**config.mk**
```make
export PLATFORM = sky130hd
export DESIGN_NAME = gregorian_date_arithmetic_core
export DESIGN_NICKNAME = d
export VERILOG_FILES = /design/src/gda_pkg.sv /design/src/gregorian_date_arithmetic_core.sv /design/src/gda_dpath.sv /design/src/gda_useq.sv
export SDC_FILE = /design/constraint.sdc
export NUM_CORES = 1
export LEC_CHECK = 0
export BUFFER_PORTS_ARGS = -buffer_cell sky130_fd_sc_hd__buf_4
export CORE_MARGIN = 8
export CORE_UTILIZATION = 36
export CTS_BUF_LIST = sky130_fd_sc_hd__clkbuf_8
export CTS_CLUSTER_SIZE = 24
export DETAILED_ROUTE_END_ITERATION = 8
export PLACE_DENSITY_LB_ADDON = 0.2
export SYNTH_ARGS = -nofsm -noshare
export SYNTH_HDL_FRONTEND = slang
export SYNTH_SLANG_ARGS = --single-unit
```
**constraint.sdc**
```tcl
create_clock -name clk_i -period 17.85 [get_ports clk_i]
set_clock_uncertainty 0.1 [all_clocks]
set_input_delay 1.785 -clock clk_i [delete_from_list [all_inputs] [get_ports clk_i]]
set_output_delay 1.785 -clock clk_i [all_outputs]
set_load 0.05 [all_outputs]
```
**src/gda_pkg.sv**
```systemverilog
`timescale 1ns / 1ps

package gda_pkg;

  localparam int MAX_YEAR = 9999;
  localparam int MAX_LEAP =
    ((MAX_YEAR % 4 == 0) && ((MAX_YEAR % 100 != 0) || (MAX_YEAR % 400 == 0))) ? 1 : 0;
  // Serial day number of the last representable date, 31.12 of MAX_YEAR.
  localparam int LAST_SERIAL = MAX_YEAR * 365 + (MAX_YEAR + 3) / 4 - (MAX_YEAR + 99) / 100
                             + (MAX_YEAR + 399) / 400 + 365 + MAX_LEAP;

  localparam int DAYS_400Y     = 146097;
  localparam int DAYS_100Y_1ST = 36525;
  localparam int DAYS_100Y     = 36524;
  localparam int DAYS_4Y       = 1461;
  localparam int DAYS_4Y_SHORT = 1460;
  localparam int DAYS_YEAR     = 365;

  // Multiply-and-shift reciprocal for an exact divide by 100 of a 14 bit year.
  localparam int RECIP_100     = 5243;
  localparam int RECIP_100_SH  = 19;

  // Opcodes.
  localparam logic [1:0] OPC_DIFF = 2'd0;
  localparam logic [1:0] OPC_ADD  = 2'd1;
  localparam logic [1:0] OPC_SUB  = 2'd2;
  localparam logic [1:0] OPC_NONE = 2'd3;

  // Error codes.
  localparam logic [1:0] ERR_OK    = 2'd0;
  localparam logic [1:0] ERR_DATE  = 2'd1;
  localparam logic [1:0] ERR_RANGE = 2'd2;

  // Microprogram size and the jump targets.
  localparam int UCODE_LEN = 37;
  localparam int UPC_W     = $clog2(UCODE_LEN);

  localparam logic [UPC_W-1:0] UA_NEWSER = UPC_W'(11);
  localparam logic [UPC_W-1:0] UA_CENT   = UPC_W'(20);
  localparam logic [UPC_W-1:0] UA_YEAR_Q = UPC_W'(31);
  localparam logic [UPC_W-1:0] UA_YEAR   = UPC_W'(34);
  localparam logic [UPC_W-1:0] UA_MONTH  = UPC_W'(35);
  localparam logic [UPC_W-1:0] UA_DONE   = UPC_W'(36);

  typedef struct packed {
    logic [1:0]  opcode;
    logic [4:0]  day_a;
    logic [3:0]  month_a;
    logic [13:0] year_a;
    logic [4:0]  day_b;
    logic [3:0]  month_b;
    logic [13:0] year_b;
    logic [21:0] day_count;
  } in_item_t;

  typedef struct packed {
    logic [4:0]  result_day;
    logic [3:0]  result_month;
    logic [13:0] result_year;
    logic [21:0] day_distance;
    logic [1:0]  error_code;
  } out_item_t;

  typedef enum logic [1:0] {
    Y_A,
    Y_B,
    Y_R
  } ysel_e;

  typedef enum logic [3:0] {
    OP_NOP,
    OP_QUOT,
    OP_LEAP,
    OP_SER_A,
    OP_SER_B,
    OP_DIFF,
    OP_NEWSER,
    OP_CSUB,
    OP_CSUB_MON
  } dp_op_e;

  typedef enum logic [1:0] {
    SB_HOLD,
    SB_LOAD,
    SB_LOAD_LEAP,
    SB_SHR
  } sub_op_e;

  typedef enum logic [1:0] {
    IN_HOLD,
    IN_LOAD,
    IN_SHR
  } inc_op_e;

  typedef enum logic [2:0] {
    JC_NEXT,
    JC_JUMP,
    JC_GE,
    JC_NGE,
    JC_ERR,
    JC_OPNZ,
    JC_OP3,
    JC_FIN
  } jc_e;

  typedef struct packed {
    ysel_e             ysel;
    dp_op_e            op;
    sub_op_e           sub_op;
    inc_op_e           inc_op;
    logic [21:0]       kval;
    logic [13:0]       kinc;
    logic              leap_clr;
    logic              init;
    jc_e               jc;
    logic [UPC_W-1:0]  target;
  } cw_t;

  typedef struct packed {
    logic ge;
    logic err;
    logic op_diff;
    logic op_none;
  } dp_flags_t;

  localparam cw_t CW_NOP = '{
    ysel:     Y_A,
    op:       OP_NOP,
    sub_op:   SB_HOLD,
    inc_op:   IN_HOLD,
    kval:     '0,
    kinc:     '0,
    leap_clr: 1'b0,
    init:     1'b0,
    jc:       JC_NEXT,
    target:   '0
  };

  function automatic logic [4:0] month_days(input logic [3:0] m, input logic lp);
    logic [4:0] r;
    if (m == 4'd2) begin
      r = lp ? 5'd29 : 5'd28;
    end else if (m inside {4'd4, 4'd6, 4'd9, 4'd11}) begin
      r = 5'd30;
    end else if (m inside {[4'd1:4'd12]}) begin
      r = 5'd31;
    end else begin
      r = 5'd0;
    end
    return r;
  endfunction

  // Days of the whole months before month m in a common year.
  function automatic logic [8:0] cum_days(input logic [3:0] m);
    logic [8:0] r;
    case (m)
      4'd1:    r = 9'd0;
      4'd2:    r = 9'd31;
      4'd3:    r = 9'd59;
      4'd4:    r = 9'd90;
      4'd5:    r = 9'd120;
      4'd6:    r = 9'd151;
      4'd7:    r = 9'd181;
      4'd8:    r = 9'd212;
      4'd9:    r = 9'd243;
      4'd10:   r = 9'd273;
      4'd11:   r = 9'd304;
      4'd12:   r = 9'd334;
      default: r = 9'd0;
    endcase
    return r;
  endfunction

endpackage

```
**src/gregorian_date_arithmetic_core.sv**
```systemverilog
`timescale 1ns / 1ps
// Port group   Role     Handshake                    Word type
// in           sink     in_valid_i / in_stall_o      in_item_t
// out          source   out_valid_o / out_stall_i    out_item_t
//
// A microcoded sequencer steps one control word per cycle, except while a
// finished word waits for the output register, over a datapath with one shared
// compare-and-subtract unit, so the time from acceptance to the result register
// follows the microprogram path of the word: day difference, unused opcode,
// invalid date, result out of range, or add or subtract, which depends on how
// many century, year and month subtractions the new date needs. The next word
// is taken in the cycle after a result is written at the earliest.
// Reset leaves the sequencer idle and the output register empty; nothing
// needs clearing. in_stall_o is high from acceptance until the result is
// written to the output register; a result waiting there does not hold off
// the next input word, but a finished word waits on its last step until the
// output register is free.

module gregorian_date_arithmetic_core import gda_pkg::*; (
  input  logic      clk_i,
  input  logic      rst_ni,
  input  logic      in_valid_i,
  output logic      in_stall_o,
  input  in_item_t  in_data_i,
  output logic      out_valid_o,
  input  logic      out_stall_i,
  output out_item_t out_data_o
);

  cw_t       cw;
  dp_flags_t flags;
  out_item_t res;
  logic      busy;
  logic      fin;
  logic      start;
  logic      out_free;
  logic      out_valid_q;
  out_item_t out_data_q;

  assign start      = in_valid_i && !busy;
  assign in_stall_o = busy;
  assign out_free   = !out_valid_q || !out_stall_i;

  gda_useq u_useq (
    .clk_i      (clk_i),
    .rst_ni     (rst_ni),
    .start_i    (start),
    .flags_i    (flags),
    .out_free_i (out_free),
    .cw_o       (cw),
    .busy_o     (busy),
    .fin_o      (fin)
  );

  gda_dpath u_dpath (
    .clk_i   (clk_i),
    .start_i (start),
    .item_i  (in_data_i),
    .cw_i    (cw),
    .flags_o (flags),
    .res_o   (res)
  );

  always_ff @(posedge clk_i or negedge rst_ni) begin
    if (!rst_ni) begin
      out_valid_q <= 1'b0;
    end else if (fin) begin
      out_valid_q <= 1'b1;
    end else if (!out_stall_i) begin
      out_valid_q <= 1'b0;
    end
  end

  always_ff @(posedge clk_i) begin
    if (fin) begin
      out_data_q <= res;
    end
  end

  assign out_valid_o = out_valid_q;
  assign out_data_o  = out_data_q;

endmodule

```
**src/gda_dpath.sv**
```systemverilog
`timescale 1ns / 1ps

module gda_dpath import gda_pkg::*; (
  input  logic      clk_i,
  input  logic      start_i,
  input  in_item_t  item_i,
  input  cw_t       cw_i,
  output dp_flags_t flags_o,
  output out_item_t res_o
);

  in_item_t    item_q;
  logic [7:0]  q_q;
  logic [22:0] ymul_q;
  logic        leap_q;
  logic [11:0] lcnt_q;
  logic [22:0] sa_q;
  logic [22:0] r_q;
  logic [21:0] sub_q;
  logic [13:0] inc_q;
  logic [13:0] yr_q;
  logic [3:0]  mo_q;
  logic [1:0]  err_q;
  logic [21:0] dist_q;

  logic [13:0] yop;
  logic [4:0]  dsel;
  logic [3:0]  msel;
  logic [26:0] qprod;
  logic [13:0] rem_w;
  logic [6:0]  rem7;
  logic        leap_w;
  logic [12:0] c4, c100, c400, lcnt_w;
  logic [22:0] ser_w;
  logic        valid_w;
  logic [21:0] opnd;
  logic        ge;
  logic [23:0] s_add;
  logic        bad_w;
  logic [22:0] ns_m1;
  logic        ok;

  always_comb begin
    case (cw_i.ysel)
      Y_A:     yop = item_q.year_a;
      Y_B:     yop = item_q.year_b;
      default: yop = yr_q;
    endcase
    dsel = (cw_i.ysel == Y_A) ? item_q.day_a : item_q.day_b;
    msel = (cw_i.ysel == Y_A) ? item_q.month_a : item_q.month_b;
  end

  // Year split into centuries and the rest; gives the leap flag and the
  // count of leap years before the year (year 0 counts as leap).
  always_comb begin
    qprod  = 27'(yop) * 27'(RECIP_100);
    rem_w  = yop - 14'(q_q) * 14'd100;
    rem7   = rem_w[6:0];
    leap_w = (yop[1:0] == 2'd0) && ((rem7 != 7'd0) || (q_q[1:0] == 2'd0));
    c4     = 13'(yop[13:2]) + 13'(yop[1:0] != 2'd0);
    c100   = 13'(q_q) + 13'(rem7 != 7'd0);
    c400   = 13'(q_q[7:2]) + 13'((rem7 != 7'd0) || (q_q[1:0] != 2'd0));
    lcnt_w = c4 - c100 + c400;
  end

  always_comb begin
    ser_w = ymul_q + 23'(lcnt_q) + 23'(cum_days(msel))
          + 23'((msel > 4'd2) && leap_q) + 23'(dsel);
    valid_w = (msel inside {[4'd1:4'd12]}) && (yop <= 14'(MAX_YEAR))
           && (dsel != 5'd0) && (dsel <= month_days(msel, leap_q));
  end

  always_comb begin
    opnd = (cw_i.op == OP_CSUB_MON) ? 22'(month_days(mo_q, leap_q)) : sub_q;
    ge   = r_q >= {1'b0, opnd};
  end

  always_comb begin
    s_add = 24'(sa_q) + 24'(item_q.day_count);
    if (item_q.opcode == OPC_ADD) begin
      bad_w = s_add > 24'(LAST_SERIAL);
      ns_m1 = 23'(s_add - 24'd1);
    end else begin
      bad_w = {1'b0, item_q.day_count} >= sa_q;
      ns_m1 = sa_q - {1'b0, item_q.day_count} - 23'd1;
    end
  end

  always_ff @(posedge clk_i) begin
    if (start_i) begin
      item_q <= item_i;
      err_q  <= ERR_OK;
    end
    if (cw_i.init) begin
      yr_q <= '0;
      mo_q <= 4'd1;
    end

    case (cw_i.sub_op)
      SB_LOAD:      sub_q <= cw_i.kval;
      SB_LOAD_LEAP: sub_q <= cw_i.kval + 22'(leap_q);
      SB_SHR:       sub_q <= sub_q >> 1;
      default:      sub_q <= sub_q;
    endcase

    case (cw_i.inc_op)
      IN_LOAD: inc_q <= cw_i.kinc;
      IN_SHR:  inc_q <= inc_q >> 1;
      default: inc_q <= inc_q;
    endcase

    case (cw_i.op)
      OP_QUOT: begin
        q_q    <= qprod[RECIP_100_SH +: 8];
        ymul_q <= 23'(yop) * 23'(DAYS_YEAR);
      end
      OP_LEAP: begin
        leap_q <= leap_w;
        lcnt_q <= lcnt_w[11:0];
      end
      OP_SER_A: begin
        sa_q <= ser_w;
        if (!valid_w) err_q <= ERR_DATE;
      end
      OP_SER_B: begin
        r_q <= ser_w;
        if (!valid_w) err_q <= ERR_DATE;
      end
      OP_DIFF: begin
        dist_q <= (sa_q >= r_q) ? 22'(sa_q - r_q) : 22'(r_q - sa_q);
      end
      OP_NEWSER: begin
        r_q <= ns_m1;
        if (bad_w) err_q <= ERR_RANGE;
      end
      OP_CSUB: begin
        if (ge) begin
          r_q  <= r_q - {1'b0, opnd};
          yr_q <= yr_q + inc_q;
          if (cw_i.leap_clr) leap_q <= 1'b0;
        end
      end
      OP_CSUB_MON: begin
        if (ge) begin
          r_q  <= r_q - {1'b0, opnd};
          mo_q <= mo_q + 4'd1;
        end
      end
      default: begin
      end
    endcase
  end

  assign flags_o = '{
    ge:      ge,
    err:     err_q != ERR_OK,
    op_diff: item_q.opcode == OPC_DIFF,
    op_none: item_q.opcode == OPC_NONE
  };

  always_comb begin
    ok = (err_q == ERR_OK);
    res_o = '0;
    res_o.error_code = err_q;
    if (ok && item_q.opcode == OPC_DIFF) begin
      res_o.day_distance = dist_q;
    end
    if (ok && (item_q.opcode == OPC_ADD || item_q.opcode == OPC_SUB)) begin
      res_o.result_day   = r_q[4:0] + 5'd1;
      res_o.result_month = mo_q;
      res_o.result_year  = yr_q;
    end
  end

endmodule

```
**src/gda_useq.sv**
```systemverilog
`timescale 1ns / 1ps

module gda_useq import gda_pkg::*; (
  input  logic      clk_i,
  input  logic      rst_ni,
  input  logic      start_i,
  input  dp_flags_t flags_i,
  input  logic      out_free_i,
  output cw_t       cw_o,
  output logic      busy_o,
  output logic      fin_o
);

  typedef enum logic {
    S_IDLE,
    S_RUN
  } state_e;

  state_e            state_q;
  logic [UPC_W-1:0]  pc_q;
  logic [UPC_W-1:0]  pc_d;
  cw_t               rom_w;

  // Control store. Serial numbers are built first, then a new serial is
  // split by 400-year division, century, 4-year, year and month steps.
  function automatic cw_t ucode(input logic [UPC_W-1:0] a);
    cw_t w;
    w = CW_NOP;
    case (a)
      UPC_W'(0): begin
        w.jc = JC_OP3; w.target = UA_DONE;
      end
      UPC_W'(1): begin
        w.ysel = Y_A; w.op = OP_QUOT;
      end
      UPC_W'(2): begin
        w.ysel = Y_A; w.op = OP_LEAP;
      end
      UPC_W'(3): begin
        w.ysel = Y_A; w.op = OP_SER_A;
      end
      UPC_W'(4), UPC_W'(9), UPC_W'(12): begin
        w.jc = JC_ERR; w.target = UA_DONE;
      end
      UPC_W'(5): begin
        w.jc = JC_OPNZ; w.target = UA_NEWSER;
      end
      UPC_W'(6): begin
        w.ysel = Y_B; w.op = OP_QUOT;
      end
      UPC_W'(7): begin
        w.ysel = Y_B; w.op = OP_LEAP;
      end
      UPC_W'(8): begin
        w.ysel = Y_B; w.op = OP_SER_B;
      end
      UPC_W'(10): begin
        w.op = OP_DIFF; w.jc = JC_JUMP; w.target = UA_DONE;
      end
      UPC_W'(11): begin
        w.op = OP_NEWSER;
      end
      UPC_W'(13): begin
        w.init   = 1'b1;
        w.sub_op = SB_LOAD; w.kval = 22'(DAYS_400Y * 16);
        w.inc_op = IN_LOAD; w.kinc = 14'(400 * 16);
      end
      UPC_W'(14), UPC_W'(15), UPC_W'(16), UPC_W'(17), UPC_W'(18),
      UPC_W'(26), UPC_W'(27), UPC_W'(28), UPC_W'(29), UPC_W'(30): begin
        w.op = OP_CSUB; w.sub_op = SB_SHR; w.inc_op = IN_SHR;
      end
      UPC_W'(19): begin
        w.sub_op = SB_LOAD; w.kval = 22'(DAYS_100Y_1ST);
        w.inc_op = IN_LOAD; w.kinc = 14'd100;
      end
      UPC_W'(20): begin
        // Only the first century of a 400-year cycle has the extra day.
        w.op = OP_CSUB; w.sub_op = SB_LOAD; w.kval = 22'(DAYS_100Y);
        w.jc = JC_GE; w.target = UA_CENT;
      end
      UPC_W'(21), UPC_W'(31): begin
        w.ysel = Y_R; w.op = OP_QUOT;
      end
      UPC_W'(22), UPC_W'(32): begin
        w.ysel = Y_R; w.op = OP_LEAP;
      end
      UPC_W'(23): begin
        w.sub_op = SB_LOAD_LEAP; w.kval = 22'(DAYS_4Y_SHORT);
        w.inc_op = IN_LOAD; w.kinc = 14'd4;
      end
      UPC_W'(24): begin
        w.op = OP_CSUB; w.jc = JC_NGE; w.target = UA_YEAR_Q;
      end
      UPC_W'(25): begin
        w.sub_op = SB_LOAD; w.kval = 22'(DAYS_4Y * 16);
        w.inc_op = IN_LOAD; w.kinc = 14'(4 * 16);
      end
      UPC_W'(33): begin
        w.sub_op = SB_LOAD_LEAP; w.kval = 22'(DAYS_YEAR);
        w.inc_op = IN_LOAD; w.kinc = 14'd1;
      end
      UPC_W'(34): begin
        // After the first year of a block the remaining years are common.
        w.op = OP_CSUB; w.sub_op = SB_LOAD; w.kval = 22'(DAYS_YEAR);
        w.leap_clr = 1'b1; w.jc = JC_GE; w.target = UA_YEAR;
      end
      UPC_W'(35): begin
        w.op = OP_CSUB_MON; w.jc = JC_GE; w.target = UA_MONTH;
      end
      default: begin
        w.jc = JC_FIN;
      end
    endcase
    return w;
  endfunction

  assign rom_w = ucode(pc_q);

  always_comb begin
    case (rom_w.jc)
      JC_JUMP: pc_d = rom_w.target;
      JC_GE:   pc_d = flags_i.ge ? rom_w.target : pc_q + UPC_W'(1);
      JC_NGE:  pc_d = !flags_i.ge ? rom_w.target : pc_q + UPC_W'(1);
      JC_ERR:  pc_d = flags_i.err ? rom_w.target : pc_q + UPC_W'(1);
      JC_OPNZ: pc_d = !flags_i.op_diff ? rom_w.target : pc_q + UPC_W'(1);
      JC_OP3:  pc_d = flags_i.op_none ? rom_w.target : pc_q + UPC_W'(1);
      JC_FIN:  pc_d = pc_q;
      default: pc_d = pc_q + UPC_W'(1);
    endcase
  end

  assign busy_o = (state_q == S_RUN);
  assign fin_o  = busy_o && (rom_w.jc == JC_FIN) && out_free_i;
  assign cw_o   = busy_o ? rom_w : CW_NOP;

  always_ff @(posedge clk_i or negedge rst_ni) begin
    if (!rst_ni) begin
      state_q <= S_IDLE;
      pc_q    <= '0;
    end else begin
      case (state_q)
        S_IDLE: begin
          if (start_i) begin
            state_q <= S_RUN;
            pc_q    <= '0;
          end
        end
        S_RUN: begin
          if (fin_o) begin
            state_q <= S_IDLE;
          end else begin
            pc_q <= pc_d;
          end
        end
        default: state_q <= S_IDLE;
      endcase
    end
  end

endmodule

```
After elaboration in Yosys (flattened, before gate mapping)
Memory sizes are Yosys's and may differ from the RTL's.
Index checks and enable logic that the tools add are counted.
W data, S select, Z words.
Storage, ports and cells
  word-level logic and storage cells: 253
  bits in read-only memories: 144
  bits of input ports: 74
  memories kept: 1
  flip-flop bits (word level): 293
  output and inout port bits: 49
Memories
  (name not given): depth 16, bits a word 9, read ports 1, clocked after memory_dff 0, write ports 0, line gda_pkg.sv:156  | case (m)
Operators by class
  multiplexer cells: 56
  $mul: 3
  add/subtract/negate cells: 22
  reduce and logical (&&, ||, !) cells: 55
  bitwise gates (word level): 1
  equality and inequality tests: 76
  magnitude comparators: 11
Operators with widths (count)
  $pmux W22 S6: 1
  $eq A6 B5 Y1 const B: 16
  $pmux W23 S3: 1
  $pmux W22 S3: 1
  $pmux W13 S5: 1
  $mux W57: 1
  $pmux W14 S2: 2
  $eq A6 B4 Y1 const B: 8
  $mux W23: 2
  $sub A23 B1 Y23 const B: 2
  $sub A23 B22 Y23: 2
  $mux W22: 2
  $sub A22 B22 Y22: 2
  $mux W14: 3
  $mux W6: 7
  $pmux W6 S7: 1
  $pmux W6 S6: 1
  $mux W5: 7
  $eq A4 B3 Y1 const B: 8
  $pmux W4 S8: 1
  $mul A14 B13 Y27 const B: 1
  $reduce_or A26 Y1: 1
  $add A23 B22 Y24: 1
  $eq A6 B3 Y1 const B: 4
  other kinds (66): 148

Logic depth before layout (Yosys ltp)
  word-level depth: 15
  mapped depth: 33
  gate-level depth less buffers: 31

Hierarchy
A second synthesis with hierarchy kept.
Second synthesis, totals
  cells, all modules: 2893
  area total of the unflattened synthesis: 28083.2 um2
Modules (own cells, without submodules)
  gda_dpath: instances 1, area an instance 24735.0 um2, cells an instance 2563
  gda_useq: instances 1, area an instance 1894.3 um2, cells an instance 279
  gregorian_date_arithmetic_core: instances 1, area an instance 1453.9 um2, cells an instance 51

Least setup slack after synthesis
Ideal clock, no wire load.
  path type: register -> register
  start: register u_useq.pc_q[0]
  end: register u_dpath.q_q[7], data pin
  path slack: 9.458 ns
  buffers on the path: 2
  arrival: 8.032 ns
  required time: 17.490 ns
  cell stages (with the launch flop): 29
  cell sequence: dfrtp_1 inv_1 ha_1 nor2_1 a2bb2oi_1 mux2_2 a21oi_2 clkbuf_1 buf_1 nor2_1 a21oi_1 ha_1 fa_1 fa_1 inv_1 fa_1 fa_1 inv_1 ha_1 and3_1 a2111oi_0 a211oi_1 o31a_1 o41a_1 a21oi_1 o21bai_1 a2111oi_0 nor3_1 xnor2_1
Between the ends
  word-level cells in the longest chain between the ends: 7
  elaborated cells between the ends (all ways): 15
  those cells by class: mul: 1; eq/ne: 8; mux: 3; reduce/logical: 3
Ends and longest elaborated chain
  start, declared: line gda_useq.sv:20  | logic [UPC_W-1:0] pc_q;
  start signal, assigned: line gda_useq.sv:152  | pc_q <= pc_d;
  $eq A6 B5 Y1, or another cell as far along: line gda_useq.sv:29  | case (a)
  $reduce_or A4 Y1 (no line) or $reduce_or A3 Y1 (tied branches)
  $pmux W2 S2 *: line gda_useq.sv:29
  $mux W57 *: line gda_useq.sv:134  | assign cw_o = busy_o ? rom_w : CW_NOP;
  $eq A2 B1 Y1 or $logic_not A2 Y1 (tied branches): line gda_dpath.sv:44  | case (cw_i.ysel)
  $pmux W14 S2 *: line gda_dpath.sv:44
  $mul A14 B13 Y27 *: line gda_dpath.sv:56  | qprod = 27'(yop) * 27'(RECIP_100);
  via u_dpath.qprod[26]: line gda_dpath.sv:29  | logic [26:0] qprod;
  end signal, assigned: line gda_dpath.sv:114  | q_q <= qprod[RECIP_100_SH +: 8];
  end, declared: line gda_dpath.sv:13  | logic [7:0] q_q;
The timed path passes the listed nets; every way through them passes the cells marked *.
A chain may end at the register's enable or synchronous reset.

Worst setup path in the final report
  start: register u_useq.pc_q[2]
  end: register u_dpath.q_q[7], data pin
Same word-level chain as after synthesis.

==> impl_metrics.xml <==
<?xml version="1.0" encoding="UTF-8"?>
<metrics>
  <group name="placed_design">
    <metric name="placement.io_buffers" unit="">122</metric>
    <metric name="dp_hpwl" unit="µm">65900</metric>
    <metric name="place.gp.congestion" unit="">0.930</metric>
  </group>
  <group name="die">
    <metric name="die_height" unit="µm">291</metric>
    <metric name="fp.dieW" unit="µm">291</metric>
    <metric name="start_util" unit="">0.362</metric>
    <metric name="floorplan.die_area" unit="µm²">84900</metric>
    <metric name="rows" unit="">101</metric>
    <metric name="coreArea" unit="µm²">75400</metric>
    <metric name="io_pins" unit="">123</metric>
  </group>
  <group name="cts">
    <metric name="hold_buffers" unit="">0</metric>
    <metric name="tritoncts_buffer_count" unit="">55</metric>
    <metric name="ctsHtreeMaxLevel" unit="">2</metric>
    <metric name="clk_pin_slew" unit="ns">0.06</metric>
    <metric name="clockBufferDepth" unit="">3</metric>
    <metric name="cts_tree" unit="">built</metric>
    <metric name="cts-resized-gates" unit="">0</metric>
    <metric name="cts_setup_buffers" unit="">0</metric>
    <metric name="clock_latency" unit="ns">0.67</metric>
    <metric name="cts_sinks" unit="">292</metric>
    <metric name="cts.root.buffer_cell" unit="">clkbuf_8</metric>
  </group>
  <group name="synthesis">
    <metric name="synthesized_instance_count" unit="">2820</metric>
    <metric name="syn-cell-area" unit="µm²">27300</metric>
    <metric name="synth-main-ff-cell" unit="">edfxtp_1</metric>
    <metric name="synth_net_count" unit="">3389</metric>
    <metric name="number_of_enable_flip_flop_cells_after_synthesis" unit="">264</metric>
    <metric name="post_synth.cell_area_avg" unit="µm²">9.68</metric>
    <metric name="ys_ff_latch" unit="">292</metric>
    <metric name="yosys_warnings" unit="">0</metric>
    <metric name="synth-seq-area-share" unit="">0.312</metric>
    <metric name="async_flop_share" unit="">0.0274</metric>
    <metric name="yosys.cell_types.count" unit="">98</metric>
  </group>
  <group name="timing">
    <metric name="setup_violations" unit="">0</metric>
    <metric name="timing_hold_violations_final" unit="">0</metric>
    <metric name="period_minus_slack" unit="ns">9.18</metric>
    <metric name="totalNegativeSetupSlack" unit="ns">0</metric>
    <metric name="rsz0062_at_grt" unit="">false</metric>
    <metric name="layout_worst_path_cycle_share" unit="">0.514</metric>
    <metric name="maxSlewHeadroom" unit="">0.310</metric>
    <metric name="finalMaxSlewViolations" unit="">0</metric>
    <metric name="max_slew.worst_pin.slew" unit="ns">1.04</metric>
    <metric name="max_freq" unit="MHz">109</metric>
  </group>
  <group name="global_route">
    <metric name="global_route_wire_length_before_repair" unit="µm">127000</metric>
    <metric name="total_global_routing_track_utilization" unit="">0.188</metric>
    <metric name="maximum_number_of_pins_on_one_net_before_global_route_repair" unit="">47</metric>
    <metric name="vias_in_the_first_global_route" unit="">21900</metric>
    <metric name="initial_antenna_violation_count" unit="">2</metric>
    <metric name="grt_overflow" unit="">0</metric>
  </group>
  <group name="critical_path">
    <metric name="crit_path_max_fanout" unit="">22</metric>
    <metric name="timing.setup.critical_path_class" unit="">reg -&gt; reg</metric>
    <metric name="critical_path_arrival" unit="ns">9.47</metric>
    <metric name="worstSetupStartpointType" unit="">flip-flop</metric>
    <metric name="worstPathRequired" unit="ns">18.14</metric>
    <metric name="setup.worst_path.end_class" unit="">flip-flop</metric>
  </group>
  <group name="detailed_routing">
    <metric name="drcViolationCount" unit="">0</metric>
    <metric name="drt_iter0_drc" unit="">1204</metric>
    <metric name="route.vias.total" unit="">21100</metric>
    <metric name="viasPerCell" unit="">5.35</metric>
    <metric name="dr.pass1.iters" unit="">6</metric>
    <metric name="drtAntennaViolNets" unit="">0</metric>
    <metric name="drt-total-wl" unit="µm">81300</metric>
    <metric name="drt-wirelength-per-cell" unit="µm">20.6</metric>
  </group>
  <group name="job">
    <metric name="drv_cap" unit="">0</metric>
  </group>
  <group name="final_layout">
    <metric name="syn2layout_area_growth" unit="%">11.0</metric>
    <metric name="fillers" unit="">7434</metric>
    <metric name="design.final.nets" unit="">3500</metric>
    <metric name="multiInputGateArea" unit="µm²">17200</metric>
    <metric name="drive_above_1_share" unit="">0.0938</metric>
    <metric name="area.sequential" unit="µm²">8530</metric>
  </group>
  <group name="min_path">
    <metric name="hp-class" unit="">reg -&gt; reg</metric>
  </group>
  <group name="status">
    <metric name="status" unit="">finished, final reports clean</metric>
  </group>
</metrics>
-- routing by layer --
metal | global-route usage | up-vias | routed length [µm]
met5 | 0 | - | 27
met4 | 0.0664 | 4 | 2920
met3 | 0.0277 | 148 | 3610
met2 | 0.326 | 503 | 39600
met1 | 0.236 | 10300 | 35100
li1 | - | 10200 | -
-- cells in the mapped netlist (9+ instances only) --
cell type  count  share of area
ha_1         361           0.17
inv_1        334          0.046
edfxtp_1     264           0.29
nor2_1       191          0.026
nand2_1      171          0.024
a21oi_1      166          0.030
o21ai_0      135          0.025
fa_1         134          0.098
xnor2_1      112          0.036
a21o_1        88          0.024
clkbuf_1      73          0.010
xor2_1        72          0.023
nand3_1       69          0.013
and3_1        59          0.014
nor3_1        59          0.011
nor2b_1       40         0.0092
nand2b_1      32         0.0073
mux2i_1       25         0.0092
nand4_1       25         0.0057
o21a_1        23         0.0063
o21bai_1      23         0.0063
a31oi_1       20         0.0046
dfxtp_1       20          0.015
o22ai_1       20         0.0046
a211oi_1      19         0.0052
and2_1        14         0.0032
o31ai_1       14         0.0039
a22oi_1       13         0.0036
a2111oi_0     12         0.0039
buf_2         12         0.0022
a21boi_0      11         0.0030
a221oi_1      11         0.0035
mux2_2        11         0.0045
o211ai_1      10         0.0028
nor4_1         9         0.0021
or2_2          9         0.0021
-- worst max-delay path, stage by stage, from the launching register on --
cell and delay [ns]:
dfrtp_1 0.64, nor2b_1 0.77, o2bb2ai_1 0.21, nand2_1 0.40, a21oi_2 0.28, nor2b_1 0.07, a21oi_1 0.60, inv_1 0.37
ha_1 0.46, fa_1 0.63, fa_1 0.46, fa_1 0.49, inv_1 0.06, fa_1 0.54, inv_1 0.05, ha_1 0.30
and3_1 0.17, a2111oi_0 0.41, a211oi_1 0.14, o31a_1 0.32, o41a_1 0.34, a21oi_1 0.22, o21bai_1 0.15, a2111oi_0 0.43
nor3_1 0.13, xnor2_1 0.15
-- final cells by class --
| type | count | area share |
|---|---|---|
| antenna | 1 | 0.0000826 |
| timing repair buffer | 145 | 0.0359 |
| clock buffer | 56 | 0.0254 |
| clock inverter | 44 | 0.00838 |
| inverter | 336 | 0.0416 |
| multi-input combinational | 2101 | 0.567 |
| tap | 978 | 0.0404 |
| sequential | 292 | 0.281 |
-- final timing paths --
check / from / depth (start not counted) / end / slack, ns
max in group asynchronous: rst_ni / 1 / u_useq.pc_q[1]$_DFFE_PN0P_ / 16.70
worst max register to register: u_useq.pc_q[2]$_DFFE_PN0P_ / 25 / u_dpath.q_q[7]$_DFFE_PN_ / 8.67
worst min-delay path: u_dpath.err_q[1]$_DFF_P_ / 2 / u_dpath.err_q[1]$_DFF_P_ / 0.38
worst max-delay path: u_useq.pc_q[2]$_DFFE_PN0P_ / 25 / u_dpath.q_q[7]$_DFFE_PN_ / 8.67
min in group asynchronous: rst_ni / 1 / u_useq.pc_q[0]$_DFFE_PN0P_ / 0.81
worst min register to register: u_dpath.err_q[1]$_DFF_P_ / 2 / u_dpath.err_q[1]$_DFF_P_ / 0.38
-- logic make-up after synthesis --
family                     count (synthesis)  synth area share
AOI/OAI and AO/OA                        657             0.159
xor gates and xnor gates                 184            0.0590
adders and majority gates                495             0.264
buffers and inverters                    427            0.0600
DFF                                      292             0.312
muxes                                     36            0.0137
and+or+nand+nor                          729             0.132
-- stage by stage --
step	hold slack, ns	area [µm²]	utilization	cells	setup slack, ns
after floorplan	0.330	27300	-	2820	9.46
after global placement	0.369	29300	0.388	3852	8.74
after detailed placement	0.372	29300	0.388	3852	8.67
after CTS	0.383	30300	0.402	3952	8.60
after global routing	0.397	30300	0.402	3953	7.92
final	0.382	30300	0.402	3953	8.67
-- placed cells by master (no fill, tap or decap), types with 19 or more instances in the layout --
master      n
nor3_1     58
mux2i_1    25
xor2_1     72
o22ai_1    19
nand2b_1   32
clkbuf_8   56
nand2_1   171
a211oi_1   19
xnor2_1   112
dfxtp_1    20
fa_1      134
edfxtp_1  264
a31oi_1    19
nor2_1    187
inv_1     344
a21o_1     88
nand4_1    25
and3_1     59
nand3_1    69
ha_1      361
o21ai_0   135
nor2b_1    40
o21a_1     23
buf_4     145
a21oi_1   165
o21bai_1   23
-- sequential cells by signal, indices dropped and copies added (netlist names) --
name            count
u_dpath.inc_q      13
u_dpath.err_q       2
out_valid_o         1
u_dpath.r_q        23
u_dpath.leap_q      1
out_data_o         47
u_dpath.yr_q       14
u_dpath.item_q     70
u_useq.pc_q         6
u_dpath.lcnt_q     12
u_useq.busy_o       1
u_dpath.ymul_q     23
u_dpath.sa_q       23
u_dpath.sub_q      22
u_dpath.mo_q        4
u_dpath.q_q         8
u_dpath.dist_q     22
Power is not shown: default switching activity piles up to over one toggle a cycle in this logic, so the estimate is an artifact.
